--- config.mk ---
export PLATFORM = sky130hd
export DESIGN_NAME = apd_cell_flat
export DESIGN_NICKNAME = d
export VERILOG_FILES = /design/src/apd_pkg.sv /design/src/apd_stream_if.sv /design/src/apd_cell.sv /design/src/flat_wrapper.sv
export SDC_FILE = /design/constraint.sdc
export NUM_CORES = 1
export LEC_CHECK = 0
export BUFFER_PORTS_ARGS = -buffer_cell sky130_fd_sc_hd__buf_4
export CAP_MARGIN = 20
export CORE_ASPECT_RATIO = 0.5
export CORE_MARGIN = 8
export CORE_UTILIZATION = 45
export DETAILED_ROUTE_END_ITERATION = 7
export PLACE_DENSITY = 0.69
export SKIP_CTS_REPAIR_TIMING = 1
export SYNTH_ARGS = -nofsm -noshare
export SYNTH_HDL_FRONTEND = slang
export SYNTH_SLANG_ARGS = --single-unit
--- constraint.sdc ---
create_clock -name i_clk -period 4.3 [get_ports i_clk]
set_input_delay 0.215 -clock i_clk [delete_from_list [all_inputs] [get_ports i_clk]]
set_output_delay 0.215 -clock i_clk [all_outputs]
set_load 0.05 [all_outputs]
--- src/apd_pkg.sv ---
// Package for the allpass diffuser chain: sample types, delay lengths and saturation.
package apd_pkg;

    // Sample format and section count.
    localparam int SAMPLE_WIDTH = 24;
    localparam int NUM_STAGES   = 4;

    // Delay line lengths of the sections, first to last.
    localparam int DELAY_ONE   = 579;
    localparam int DELAY_TWO   = 464;
    localparam int DELAY_THREE = 364;
    localparam int DELAY_FOUR  = 248;

    localparam int DELAYS [NUM_STAGES] = '{DELAY_ONE, DELAY_TWO, DELAY_THREE, DELAY_FOUR};

    // Longest line sets the width of the position counters.
    localparam int MAX_DELAY_12 = (DELAY_ONE > DELAY_TWO) ? DELAY_ONE : DELAY_TWO;
    localparam int MAX_DELAY_34 = (DELAY_THREE > DELAY_FOUR) ? DELAY_THREE : DELAY_FOUR;
    localparam int MAX_DELAY    = (MAX_DELAY_12 > MAX_DELAY_34) ? MAX_DELAY_12 : MAX_DELAY_34;
    localparam int POS_W        = (MAX_DELAY > 1) ? $clog2(MAX_DELAY) : 1;

    typedef logic signed [SAMPLE_WIDTH-1:0] t_audio;
    typedef logic signed [SAMPLE_WIDTH:0]   t_wide;
    typedef logic [POS_W-1:0]               t_pos;

    // Request from a cell to its delay line memory.
    typedef struct packed {
        logic    we;
        t_pos    waddr;
        t_audio  wdata;
        logic    re;
        t_pos    raddr;
    } t_mem_req;

    // Clamp a sum that is one bit wider than a sample to the sample range.
    function automatic t_audio sat_sample(input t_wide v);
        t_audio res;
        if (v[SAMPLE_WIDTH] != v[SAMPLE_WIDTH-1]) begin
            res = v[SAMPLE_WIDTH] ? {1'b1, {(SAMPLE_WIDTH-1){1'b0}}}
                                  : {1'b0, {(SAMPLE_WIDTH-1){1'b1}}};
        end else begin
            res = v[SAMPLE_WIDTH-1:0];
        end
        return res;
    endfunction

endpackage

--- src/apd_stream_if.sv ---
// Valid/ready stream interface that carries one sample per beat.
interface apd_stream_if;
    import apd_pkg::*;

    logic    valid;
    logic    ready;
    t_audio  data;

    modport source (output valid, output data, input ready);
    modport sink   (input valid, input data, output ready);
endinterface

--- src/apd_cell.sv ---
// One allpass section: position counter, memory sequencing, arithmetic and output register.
module apd_cell (
    input  logic            i_clk,
    input  logic            i_rst_n,
    apd_stream_if.sink      i_in,
    apd_stream_if.source    o_out,
    input  apd_pkg::t_pos   i_last,
    output apd_pkg::t_mem_req o_mem,
    input  apd_pkg::t_audio   i_rdata
);
    import apd_pkg::*;

    // Control registers.
    t_pos    r_pos, n_pos;
    logic    r_wrap, n_wrap;
    logic    r_a_valid, n_a_valid;
    logic    r_b_valid, n_b_valid;

    // Payload registers of the read stage and the output stage.
    t_audio  r_a_x;
    t_pos    r_a_addr;
    logic    r_a_live;
    logic    r_byp;
    t_audio  r_byp_data;
    t_audio  r_b_y;

    logic    b_free, a_done, a_free, take;
    t_audio  d, half, wdata, y;

    // Handshake between the read stage and the output register.
    always_comb begin
        b_free = !r_b_valid || o_out.ready;
        a_done = r_a_valid && b_free;
        a_free = !r_a_valid || a_done;
        take   = i_in.valid && a_free;
    end

    assign i_in.ready  = a_free;
    assign o_out.valid = r_b_valid;
    assign o_out.data  = r_b_y;

    // Delayed value: forwarded write, stored entry, or zero before the first wrap.
    always_comb begin
        if (r_byp) begin
            d = r_byp_data;
        end else if (r_a_live) begin
            d = i_rdata;
        end else begin
            d = '0;
        end
        half  = d >>> 1;
        wdata = sat_sample(t_wide'(r_a_x) + t_wide'(half));
        y     = sat_sample(t_wide'(d) - t_wide'(r_a_x));
    end

    // Memory request: read on entry, write back when the beat moves on.
    always_comb begin
        o_mem.we    = a_done;
        o_mem.waddr = r_a_addr;
        o_mem.wdata = wdata;
        o_mem.re    = take;
        o_mem.raddr = r_pos;
    end

    // Next-state logic for the control registers.
    always_comb begin
        n_pos     = r_pos;
        n_wrap    = r_wrap;
        n_a_valid = r_a_valid;
        n_b_valid = r_b_valid;
        if (take) begin
            if (r_pos == i_last) begin
                n_pos  = '0;
                n_wrap = 1'b1;
            end else begin
                n_pos = r_pos + 1'b1;
            end
        end
        if (take) begin
            n_a_valid = 1'b1;
        end else if (a_done) begin
            n_a_valid = 1'b0;
        end
        if (a_done) begin
            n_b_valid = 1'b1;
        end else if (o_out.ready) begin
            n_b_valid = 1'b0;
        end
    end

    always_ff @(posedge i_clk) begin
        if (!i_rst_n) begin
            r_pos     <= '0;
            r_wrap    <= 1'b0;
            r_a_valid <= 1'b0;
            r_b_valid <= 1'b0;
        end else begin
            r_pos     <= n_pos;
            r_wrap    <= n_wrap;
            r_a_valid <= n_a_valid;
            r_b_valid <= n_b_valid;
        end
    end

    // Payload capture; a write to the address being read is forwarded.
    always_ff @(posedge i_clk) begin
        if (take) begin
            r_a_x      <= i_in.data;
            r_a_addr   <= r_pos;
            r_a_live   <= r_wrap;
            r_byp      <= a_done && (r_a_addr == r_pos);
            r_byp_data <= wdata;
        end
        if (a_done) begin
            r_b_y <= y;
        end
    end

    // The position never runs past the last entry of the line.
    a_pos_range: assert property (@(posedge i_clk) disable iff (!i_rst_n)
        r_pos <= i_last)
        else $error("position beyond delay length");

    // Once the line has wrapped, the wrap flag stays set and later reads stay live.
    a_wrap_holds: assert property (@(posedge i_clk) disable iff (!i_rst_n)
        r_wrap |=> r_wrap)
        else $error("wrap flag cleared");

    // A forwarded value only ever comes from a line that has wrapped.
    a_byp_live: assert property (@(posedge i_clk) disable iff (!i_rst_n)
        (r_a_valid && r_byp) |-> r_a_live)
        else $error("forwarding before first wrap");

    // A beat that leaves the read stage is registered in the output register with its result.
    a_take_moves: assert property (@(posedge i_clk) disable iff (!i_rst_n)
        (a_done) |=> (r_b_valid && r_b_y == $past(y)))
        else $error("finished beat not registered");

endmodule

--- src/flat_wrapper.sv ---
// flat-port wrapper written by rule: the top's interface ports become plain ports
module apd_cell_flat import apd_pkg::*;
  (i_clk, i_rst_n, i_last, o_mem, i_rdata, i_in_valid, i_in_data, i_in_ready, o_out_valid, o_out_data, o_out_ready);
  apd_stream_if i_in_i ();
  apd_stream_if o_out_i ();
  input  logic i_clk;
  input  logic i_rst_n;
  input  apd_pkg::t_pos i_last;
  output apd_pkg::t_mem_req o_mem;
  input  apd_pkg::t_audio i_rdata;
  input wire logic [$bits(i_in_i.valid)-1:0] i_in_valid;
  input wire logic [$bits(i_in_i.data)-1:0] i_in_data;
  output wire logic [$bits(i_in_i.ready)-1:0] i_in_ready;
  output wire logic [$bits(o_out_i.valid)-1:0] o_out_valid;
  output wire logic [$bits(o_out_i.data)-1:0] o_out_data;
  input wire logic [$bits(o_out_i.ready)-1:0] o_out_ready;
  assign i_in_i.valid = i_in_valid;
  assign i_in_i.data = i_in_data;
  assign i_in_ready = i_in_i.ready;
  assign o_out_valid = o_out_i.valid;
  assign o_out_data = o_out_i.data;
  assign o_out_i.ready = o_out_ready;
  apd_cell u_core (.i_clk(i_clk), .i_rst_n(i_rst_n), .i_in(i_in_i), .o_out(o_out_i), .i_last(i_last), .o_mem(o_mem), .i_rdata(i_rdata));
endmodule
# --- Yosys cells after proc, flatten, opt, wreduce, memory -nomap -nowiden ---
# Index checks and enable logic that the tools add are counted.
word_totals:
  regBits: 97
  out_inout_bits: 72
classes:
  n_addsub: 3
  n_eq_ne: 4
  n_mux: 11
  n_reduce_logical: 10
op_table:
  columns: ["cell", "n"]
  rows:
  - ["24-bit two-way mux", 6]
  - ["24-bit by 23-bit adder with 25-bit output", 1]
  - ["24-bit by 24-bit subtractor with 25-bit output", 1]
  - ["10-bit == test", 2]
  - ["10-bit by 1-bit adder with 10-bit output, second input constant", 1]
  - ["10-bit two-way mux", 1]
  - ["1-bit two-way mux", 4]
  - ["2-bit nonzero test", 2]
  - ["1-bit logical AND", 3]
  - ["1-bit logical NOT", 2]
  - ["1-bit logical OR", 2]
  - ["1-bit != test", 2]
  - ["2-bit AND reduction", 1]

# --- Logic depth before layout (Yosys ltp) ---
# Gate-level depths: netlist of the first run.
logic_depth:
  ltp_word: 6
  ltp_mapped: 15
  ltp_nobuf: 12

# --- Least setup slack after synthesis of the first run ---
# OpenSTA, ideal clock, no wires.
synth_path:
  kind: "register -> register"
  from: "register u_core.r_byp"
  to: "register u_core.r_byp_data[19], data pin"
  setup_time_ns: 0.437
  arrival_ns: 4.272
  t_required_ns: 3.863
  setup_slack_ns: -0.409
  stages_incl_launch_ff: 14
  n_path_buf: 3
  period_less_slack_ns: 4.709
  path_cell_list: "edfxtp_1 -> clkbuf_1 -> nor2b_1 -> clkbuf_1 -> a22o_1 -> ha_1 -> a211oi_1 -> o211ai_1 -> a21oi_1 -> o211ai_1 -> a31oi_4 -> buf_2 -> a21oi_1 -> o32ai_1"
synth_lines:
  columns: ["item", "line", "rtl"]
  rows:
  - ["start, declared", "apd_cell.sv:23", "logic r_byp;"]
  - ["start signal, assigned", "apd_cell.sv:111", "r_byp <= a_done && (r_a_addr == r_pos);"]
  - ["end signal, assigned", "apd_cell.sv:112", "r_byp_data <= wdata;"]
  - ["end, declared", "apd_cell.sv:24", "t_audio r_byp_data;"]

==> results of run 1 <==
==> critical path: stages, from the launching register on <==
cell       delay (ns)
edfxtp_1         0.44
buf_6            0.21
a22o_4           0.28
ha_4             0.17
fa_2             0.37
a21o_1           0.24
a221oi_4         0.35
a2111oi_4        0.13
or2_4            0.31
a31o_4           0.29
or3_4            0.36
a211oi_2         0.25
a21oi_2          0.07
buf_6            0.18
==> cells by family (layout without fill, tap and decap cells) <==
family	after synthesis	in the layout
mux	5	5
compound gates	263	264
simple gates	220	220
xor+xnor	69	69
buf+inv	81	219
fa+ha+maj	57	57
flops	97	97
==> state kept, by name, indices dropped and copies added, names as in the netlist, 10 cells and up <==
name	cells
u_core.o_out.data	24
u_core.r_a_addr	10
u_core.r_a_x	24
u_core.r_pos	10
u_core.r_byp_data	24
==> synthesized netlist by cell type, types with 5 or more instances <==
library cell | number | area share
nand2_1 | 73 | 0.037
o22ai_1 | 6 | 0.0051
clkbuf_1 | 21 | 0.011
o211ai_1 | 18 | 0.018
o21ai_1 | 6 | 0.0041
nor2_1 | 59 | 0.030
a22o_1 | 24 | 0.029
a31oi_1 | 5 | 0.0043
nand4_1 | 13 | 0.011
a32o_1 | 6 | 0.0082
a22oi_1 | 12 | 0.012
nor2b_1 | 8 | 0.0068
nand2b_1 | 6 | 0.0051
nor3_1 | 7 | 0.0048
xnor2_1 | 54 | 0.064
inv_1 | 36 | 0.018
o21ai_0 | 54 | 0.037
o21a_1 | 10 | 0.010
buf_2 | 20 | 0.014
edfxtp_1 | 84 | 0.34
ha_1 | 49 | 0.083
dfxtp_1 | 13 | 0.035
a21o_1 | 11 | 0.011
a21oi_1 | 64 | 0.044
nand3_1 | 20 | 0.014
xor2_1 | 14 | 0.017
and2_1 | 12 | 0.010
or3_1 | 6 | 0.0051
==> layout make-up <==
type                    count  area, sq um
well taps                 227        284.0
clock buffers              11        254.0
multi-input cells         615         4509
flip-flops and latches     97         2783
fillers                  1453         6897
repair buffers            166         1285
inverters                  37        138.9
clock inverters             5        35.03
==> per-layer routing <==
metal | GRT usage | vias to the layer above | share of wire
met5 | 0 | - | 0
met4 | 0.03844 | 0 | 0.0091
met3 | 0.06683 | 14 | 0.072
met2 | 0.3089 | 204 | 0.43
met1 | 0.2858 | 3101 | 0.49
li1 | - | 3219 | -
==> stage by stage <==
| stage | power (uW) | TNS [ns] | setup slack [ns] |
|---|---|---|---|
| 2_1_floorplan | 2637 | 0 | 0.01487 |
| 3_3_place_gp | 3168 | 0 | 0.2756 |
| 3_5_place_dp | 3184 | 0 | 0.1999 |
| 4_1_cts | 3987 | -3.249 | -0.2039 |
| 5_1_grt | 4325 | -0.1501 | -0.03349 |
| 6_report | 4115 | 0 | 0.06839 |
==> where the power goes <==
part | leakage (uW) | switching (uW) | internal [uW] | total [uW]
logic | 0.00270 | 1330 | 761 | 2090
registers | 0.000925 | 55.2 | 1180 | 1230
clock network | 0.000146 | 365 | 431 | 795
==> placed cells by master, fill, tap and decap left out, types with 4 or more instances in the layout <==
cell | netlist | routed
a22o_1 | 24 | 18
a21o_1 | 11 | 11
xnor2_1 | 54 | 53
buf_4 | 2 | 153
maj3_2 | 4 | 4
a21oi_1 | 64 | 61
o21ai_1 | 6 | 10
nor2_1 | 59 | 58
nor3_1 | 7 | 5
nor2b_1 | 8 | 6
o21ai_0 | 54 | 50
o211ai_1 | 18 | 18
o22ai_1 | 6 | 6
clkbuf_16 | 0 | 10
and2_1 | 12 | 11
xor2_1 | 14 | 14
inv_1 | 36 | 36
a22o_4 | 0 | 4
or3_1 | 6 | 5
a32o_1 | 6 | 6
o21a_1 | 10 | 10
nand3_1 | 20 | 18
a31oi_1 | 5 | 4
nand2_1 | 73 | 71
ha_1 | 49 | 41
buf_6 | 1 | 11
a22oi_1 | 12 | 11
nand4_1 | 13 | 13
o22a_1 | 4 | 4
dfxtp_1 | 13 | 13
edfxtp_1 | 84 | 84
a21oi_2 | 1 | 4
ha_4 | 0 | 6
nand2b_1 | 6 | 5
==> path summary, 6_finish.rpt <==
path,end,slack [ns],cells after the start
worst max-delay path,o_mem[17],0.07,13
worst min-delay path,u_core.r_a_x[13],0.03,1
worst max register to register,u_core.o_out.data[6],0.33,15
worst min register to register,u_core.r_a_live,0.45,0
==> impl_results.md, run 1 <==
* Status: finished clean
* Crit share post-route at 0.9841
* Die ar. at 20930 sq um
* CTS Buf Count at 9
* Post-Syn Area at 7351 sq um
* H-Tree Depth at 3
* Hold path startpoint: i_in_data[13]
* Achievable frequency at 0.2363 GHz
* Crit path DAT at 4.02 ns
* Synth unique cells at 75
* DR vias/cell at 5.646
* Die Height at 106.4 um
* Core ar. at 16190 sq um
* Req. time, crit path at 4.09 ns
* TritonCTS Sinks at 97
* Largest family of logic cells by synthesized area: compound AO/OA/AOI/OAI gates
* CTS tree: yes
* Dpl cells at 1125
* Syn nets at 905
* Post-synth EDFFs at 84
* Final ANT Viol Nets at 0
* Clk_lat worst skew at 0.36 ns
* Slew headroom at 0.3573
* Syn avg cell area at 9.281 sq um
* Input/output buffers at 133
* Initial antenna violation count at 0
* Adder-Cell Fraction of Synth Area at 0.09770
* Initial DRC count at 451
* Placed cell area at 8588 sq um
* Via count at 6538
* Fraction of layout cells with a size suffix above 1 at 0.2664
* Critical path type: reg2out
* Finished Layout Cells at 1158
* FF-to-FF Start: u_core.r_byp
* Yosys reg bits at 97
* Antenna diodes at 0
* CP max FO at 25
* Drt wl/cell at 19.44 um
* Max-cap violations at 0
* Synth Flop Type: edfxtp_1
* Post-Synth XOR/XNOR Area at 0.08323
* Site Rows at 33
* Clock slew at reported path FFs at 0.07 ns
* HPWL Detailed at 17.58 mm
* Hold Crit Class: in2reg
* DR DRC count at 0
* Starting Density at 0.4542
* Clk buf depth at 2
* Fin crit period at 4.232 ns
* Drt total wl at 22.52 mm
* VDD IR max at 256.2 uV
* P per Cell Area at 443.0 nW/um^2
* Synthesis-to-finish area growth at 26.37%
* Post-synthesis cell count at 792
* First-pass GRT wire length at 34.28 mm
* Post-synthesis compound-gate area fraction at 0.2465
* Clock Skew at 0.01241 ns
* Post-layout util at 0.5739
* Finish-stage setup viols at 0
* Simple-gate share of the synthesized area at 0.1403
* Synth warnings at 0
* FFs w/ async S/R, synth at 0
* Clk Tree Root Cell: clkbuf_16
* RSZ-0062 raised after global routing: true
* I/O pin cnt at 134
* RePlAce Congestion at 0.8888
* Post-synthesis mux area share at 0.006979
* Vias in the first global route at 6313
* Final instance area at 9289 sq um
* Max Slew Vio Count at 0
* Crit. End Element: output pin
* Hold Fails Final Rpt at 0
* Leakage at 0.003771 uW
* DRT Pass-1 Iters at 5
* Final Hold Slack at 0.02794 ns
* Sequential share of the synthesized area at 0.3786
* Remaining global-route overflow at 0
* Startpoint types: flip-flop
* Fin nets at 1039
* Setup crit start: u_core.r_byp
* Die X at 196.8 um
* Total GRT Usage at 0.2052
* Worst-Margin Slew at 0.9640 ns
* Largest net degree at the start of global routing at 43
Power figures use the tool's default switching activity.
==> run 2: changes to the inputs <==
Settings changed: CORE_UTILIZATION 45 to 24, PLACE_DENSITY 0.69 to 0.43.
==> run 2 against run 1 <==
  * The run now ends with negative setup slack left
  * Register-to-register slack better by 0.04 ns
  * Final cell count increased by 17%
  * Routed wire length grew 14%
  * Clock power up 7.0%
  * Sequential share of layout area fell by 1.4 points
  * Combinational power increased by 2%
  * Final area grew 4.9%
==> impl_results.md, run 2 (synthesis results as in run 1) <==
* CP max FO at 8 (-68%)
* CP peak stage delay at 0.40 ns (-0.04 ns)
* RSZ-0062 raised after global routing: true
* Clock Skew at 0.007151 ns (-0.005255 ns)
* Crit share post-route at 1.007 (+0.02258)
* P per Cell Area at 432.9 nW/um^2 (-2.3%)
* Design Power at 4218 uW (+2.5%)
* Total GRT Usage at 0.1329 (-0.07232)
* Core ar. at 30240 sq um (+87%)
* Remaining global-route overflow at 0 (unchanged)
* FILL cells at 3098 (+110%)
* Crit path DAT at 4.11 ns (+0.09 ns)
* Crit. End Element: output pin
* Site Rows at 45 (+36%)
* DR vias/cell at 4.890 (-13%)
* Clk buf depth at 2 (unchanged)
* Clk Tree Root Cell: clkbuf_16
* DR DRC count at 0 (unchanged)
* VDD IR max at 215.5 uV (-16%)
* Max Slew Vio Count at 0 (unchanged)
* Initial antenna violation count at 0 (unchanged)
* Clk_lat worst skew at 0.37 ns (about the same)
* Input/output buffers at 133 (unchanged)
* Finish-stage setup viols at 2 (+2)
* Final ANT Viol Nets at 0 (unchanged)
* Largest net degree at the start of global routing at 41 (-4.7%)
* Req. time, crit path at 4.09 ns (about the same)
* Vias in the first global route at 6416 (+1.6%)
* Die Height at 139.8 um (+31%)
* Fin crit period at 4.329 ns (+0.09712 ns)
* Max-cap violations at 0 (unchanged)
* Failing checks: negative setup slack
* Commonest non-fill, non-tap cell in the layout: buf_4
* Die X at 263.5 um (+34%)
* Crit path cell chain: nor2b_4, buf_12, a22o_4, ha_4, fa_2, a21o_1, a221oi_4, a2111oi_4, or2_4, a31o_4, or3_4, a211oi_2, a21oi_2, buf_6
* Antenna diodes at 0 (unchanged)
* Drt wl/cell at 18.90 um (-2.8%)
* Worst-Margin Slew at 0.9772 ns (+0.01320 ns)
* Leakage at 0.003897 uW (+3.4%)
* Post-layout util at 0.3222 (-0.2517)
* Fin worst setup slack at -0.02873 ns (-0.09712 ns)
* Fin nets at 1062 (+2.2%)
* Startpoint types: flip-flop
* I/O pin cnt at 134 (unchanged)
* Clock slew at reported path FFs at 0.08 ns (about the same)
* Crit-path slowest cell: edfxtp_1
* Slew headroom at 0.3485 (-0.008801)
* HPWL Detailed at 20.27 mm (+15%)
* Die ar. at 36820 sq um (+76%)
* Via count at 6616 (+1.2%)
* CP top delay family: compound AO/OA/AOI/OAI gates
* Starting Density at 0.2431 (-0.2110)
* Hold Crit Class: in2reg
* Initial DRC count at 399 (-12%)
* Commonest non-fill, non-tap cells in the layout: buf_4 (152), edfxtp_1 (84), nand2_1 (71)
* Synthesis-to-finish area growth at 32.54%
* Critical path type: reg2out
* Achievable frequency at 0.2310 GHz (-2.2%)
* Worst R2R Setup Slack at 0.37 ns (+0.04 ns)
* Fraction of layout cells with a size suffix above 1 at 0.2579 (-0.008519)
* DRT Pass-1 Iters at 4 (-1)
* H-Tree Depth at 3 (unchanged)
* CTS Buf Count at 9 (unchanged)
* Hold Fails Final Rpt at 0 (unchanged)
* TritonCTS Sinks at 97 (unchanged)
* First-pass GRT wire length at 38.47 mm (+12%)
* Place WS at 0.1958 ns (-0.004087 ns)
* Status: finished, violations left
* Drt total wl at 25.57 mm (+14%)
* Crit path buf inv count at 2 (unchanged)
* RePlAce Congestion at 0.8625 (-3.0%)
* CTS tree: yes
[run 2: worst reg2reg max path: stages (launching register included)]
cell and delay, ns:
edfxtp_1 0.44, nor2b_4 0.25, clkbuf_16 0.21, a22oi_1 0.10, ha_1 0.24, fa_1 0.40
nor2b_1 0.17, o31a_1 0.24, o211ai_1 0.17, and2_1 0.24, o2111ai_2 0.30, buf_4 0.20
a21oi_1 0.05, buf_4 0.20, mux2i_1 0.30, o211ai_1 0.14
[run 2: through the flow]
step                      hold WS (ns)  cells  setup TNS, ns  cell area [sq um]
final                          0.01645   1353       -0.04126               9743
after global routing        -0.0007169   1353         -1.607               9743
after CTS                     -0.02193   1318         -3.951               9159
after detailed placement        0.3946   1302              0               8853
after global placement          0.3940   1302              0               8853
after floorplan                 0.3139    792              0               7380
[run 2: final cells by class]
class	instances	area (sq um)	area share
clock inverter	6	55.05	0.005650
inverter	37	138.9	0.01425
sequential	97	2783	0.2856
multi-input combinational	614	4442	0.4559
tap	399	499.2	0.05124
clock buffer	10	250.2	0.02568
timing repair buffer	190	1575	0.1617
[run 2: final timing paths]
check | to | startpoint | cells past startpoint
setup reg to reg | u_core.o_out.data[17] | u_core.r_byp | 15
hold / removal | u_core.r_a_x[21] | i_in_data[21] | 1
hold reg to reg | u_core.r_a_live | u_core.r_wrap | 0
setup / recovery | o_mem[17] | u_core.r_a_live | 14
[run 2: report_power, final]
| part | leakage [uW] | switching, uW | total (uW) | internal, uW |
|---|---|---|---|---|
| clock | 0.000153 | 410 | 851 | 441 |
| sequential | 0.000925 | 54.9 | 1230 | 1180 |
| combinational | 0.00282 | 1350 | 2140 | 783 |
| total | 0.00390 | 1820 | 4220 | 2400 |
[run 2: layer usage]
metal  global-route usage  share of wire  up-vias
met5                    0              0        -
met3              0.02620          0.033       14
met1               0.1773           0.47     3233
met4              0.02783         0.0097        0
met2               0.2213           0.49       99
li1                     -              -     3270
==> run 3: changes to the inputs <==
Settings changed: ABC_AREA set to 1, SLEW_MARGIN set to 20.
==> run 3 against run 2 <==
  * The run now ends clean
  * Highest routed layer unchanged
  * First-iteration DRC count decreased by 11%
  * Count of clock-buffer cells in the layout grew 1
  * Critical path type unchanged
  * Via count up 1.5%
  * Clock power decreased by 2.7%
  * Global-route usage down 0.14 points
  * Critical path depth is 4 higher
  * Largest power group unchanged
  * Sequential power about the same
  * Critical endpoint is now o_mem[13]
  * Final area decreased by 6.0%
  * Synthesized cell count increased by 21%
  * Utilization fell by 2.0 points
==> impl_results.md, run 3 <==
* Max-cap violations at 0 (unchanged)
* Crit path cell chain: inv_1, nand2_1, inv_1, a22oi_1, inv_1, ha_1, fa_1, nand2_1, nand2_1, nand3_1, nand2_1, nand2_1, nand3_1, nand2_1, nand2_1, nor2_1, o21ai_0, buf_4
* Initial antenna violation count at 0 (unchanged)
* Post-Syn Area at 7370 sq um (+0.26%)
* Vias in the first global route at 6854 (+6.8%)
* TNS Setup at 0 ns (+0.04126 ns)
* Clk Tree Root Cell: clkbuf_16
* Final ANT Viol Nets at 0 (unchanged)
* Leakage at 0.004475 uW (+15%)
* Most common cell on crit path: nand2_1
* CP max FO at 8 (unchanged)
* Fraction of layout cells with a size suffix above 1 at 0.1865 (-0.07133)
* Syn nets at 1069 (+18%)
* Sequential share of power at 0.314 (+0.022)
* CP peak stage delay at 0.46 ns (+0.06 ns)
* Fin nets at 1207 (+14%)
* Post-synthesis cell count at 956 (+21%)
* Post-layout util at 0.3025 (-0.01976)
* Switching Fraction at 0.4400 (+0.008859)
* Sequential share of the synthesized area at 0.3776 (-0.0009641)
* Drt wl/cell at 16.49 um (-13%)
* Die Height at 139.9 um (+0.11%)
* P per Cell Area at 430.5 nW/um^2 (-0.56%)
* Worst-Margin Slew at 1.040 ns (+0.06254 ns)
* Clk buf depth at 2 (unchanged)
* Yosys reg bits at 97 (unchanged)
* Area leader, netlist: edfxtp_1
* Hold Crit Class: in2reg
* Post-synth EDFFs at 84 (unchanged)
* Logic gate share of total power at 0.477 (-0.030)
* DRT Pass-1 Iters at 5 (+1)
* Startpoint types: flip-flop
* Clk pwr share at 0.210 (+0.008)
* Antenna diodes at 0 (unchanged)
* Remaining global-route overflow at 0 (unchanged)
* Synth top area share at 0.3423 (-0.0008739)
* Achievable frequency at 0.2531 GHz (+9.6%)
* Commonest cells post-synth: nand2_1 (290), inv_1 (129), edfxtp_1 (84), nor2_1 (71), a21oi_1 (51)
* Largest net degree at the start of global routing at 35 (-15%)
* CP top delay family: simple AND/OR/NAND/NOR gates
* Core ar. at 30290 sq um (+0.19%)
* Synthesis-to-finish area growth at 24.33%
* Synth top area cells: edfxtp_1 (34%), nand2_1 (15%), ha_1 (8.3%)
* Total GRT Usage at 0.1315 (-0.001407)
* VDD IR max at 197.0 uV (-8.6%)
* Synth unique cells at 41 (-45%)
* RSZ-0062 raised after global routing: false
* Clock Skew at 0.01397 ns (+0.006824 ns)
* Commonest non-fill, non-tap cells in the layout: nand2_1 (290), buf_4 (138), inv_1 (128)
* Clk_lat worst skew at 0.38 ns (about the same)
* Site Rows at 45 (unchanged)
* Drt total wl at 24.70 mm (-3.4%)
* Critical path type: reg2out
* Input/output buffers at 133 (unchanged)
* Crit share post-route at 0.9188 (-0.08792)
* Syn avg cell area at 7.709 sq um (-17%)
* Initial DRC count at 354 (-11%)
* DR DRC count at 0 (unchanged)
* Crit-path slowest cell: edfxtp_1
* Status: finished clean
* Crit. End Element: output pin
* Max Slew Vio Count at 0 (unchanged)
* Crit path buf inv count at 4 (+2)
* Most numerous cell in the Yosys netlist: nand2_1
* Req. time, crit path at 4.09 ns (about the same)
* RePlAce Congestion at 0.8405 (-2.6%)
* CTS Buf Count at 9 (unchanged)
* Clock slew at reported path FFs at 0.07 ns (about the same)
* First-pass GRT wire length at 38.11 mm (-0.93%)
* TritonCTS Sinks at 97 (unchanged)
* Commonest non-fill, non-tap cell in the layout: nand2_1
* Die X at 263.8 um (+0.12%)
* I/O pin cnt at 134 (unchanged)
* DR vias/cell at 4.485 (-8.3%)
* Slew headroom at 0.3068 (-0.04169)
* Starting Density at 0.2433 (about the same)
* CTS tree: yes
* Finish-stage setup viols at 0 (-2)
* Fin crit period at 3.951 ns (-0.3781 ns)
* Cell Int Power at 2209 uW (-7.9%)
* Synth Flop Type: edfxtp_1
* H-Tree Depth at 3 (unchanged)
* Sw Pwr at 1736 uW (-4.6%)
* Hold Fails Final Rpt at 0 (unchanged)
* HPWL Detailed at 20.63 mm (+1.8%)
* Via count at 6718 (+1.5%)
* Crit path DAT at 3.74 ns (-0.37 ns)
* Die ar. at 36910 sq um (+0.23%)
* Synth warnings at 0 (unchanged)
* FFs w/ async S/R, synth at 0 (unchanged)
-- run 3: per-layer routing --
metal,global-route usage,wire [um]
met1,0.1699,11820
met2,0.2205,11580
met3,0.03546,1083
met4,0.02566,214
met5,0,0
-- run 3: kinds of logic (layout without fill, tap and decap cells) --
kind of cell | Yosys count | count (layout) | share of synthesized area
AND/OR/NAND/NOR | 491 | 491 | 0.2905
buffers and inverters | 152 | 295 | 0.08693
AO/OA/AOI/OAI | 116 | 116 | 0.09813
flip-flops | 97 | 97 | 0.3776
adder cells (fa/ha/maj) | 51 | 51 | 0.08863
XOR/XNOR | 49 | 49 | 0.05824
-- run 3: power by group through the flow --
stage	Sequential, uW	Clock [uW]	Combinational [uW]
floorplan	1370	0	1220
global placement	1260	0	1890
detailed placement	1260	0	1880
CTS	1240	861	1890
global route	1250	894	2040
finish	1240	828	1880
-- run 3: per-stage QoR --
| step | hold slack, ns | std cells | total power (uW) | worst slack, ns | instance area, sq um |
|---|---|---|---|---|---|
| 6_report | 0.02029 | 1498 | 3944 | 0.3493 | 9163 |
| 5_1_grt | 0.0001488 | 1498 | 4183 | 0.05304 | 9163 |
| 4_1_cts | -0.008960 | 1490 | 3985 | 0.2413 | 9072 |
| 3_5_place_dp | 0.3946 | 1474 | 3140 | 0.6593 | 8775 |
| 3_3_place_gp | 0.3944 | 1474 | 3151 | 0.7807 | 8775 |
| 2_1_floorplan | 0.3139 | 956 | 2594 | 0.4621 | 7370 |
-- run 3: final timing paths --
kind | endpoint | start | slack (ns) | cells after the start
setup / recovery | o_mem[13] | u_core.r_byp | 0.35 | 18
hold / removal | u_core.r_a_x[6] | i_in_data[6] | 0.02 | 1
setup reg to reg | u_core.o_out.data[17] | u_core.r_byp | 0.85 | 19
hold reg to reg | u_core.r_a_live | u_core.r_wrap | 0.45 | 0
-- run 3: layout make-up --
cell class	instances	area [sq um]
Clock buffer	11	264.0
Clock inverter	5	33.78
Fill cell	3305	21130
Inverter	133	499.2
Multi-Input combinational cell	707	3968
Sequential cell	97	2783
Tap cell	399	499.2
Timing Repair Buffer	146	1116
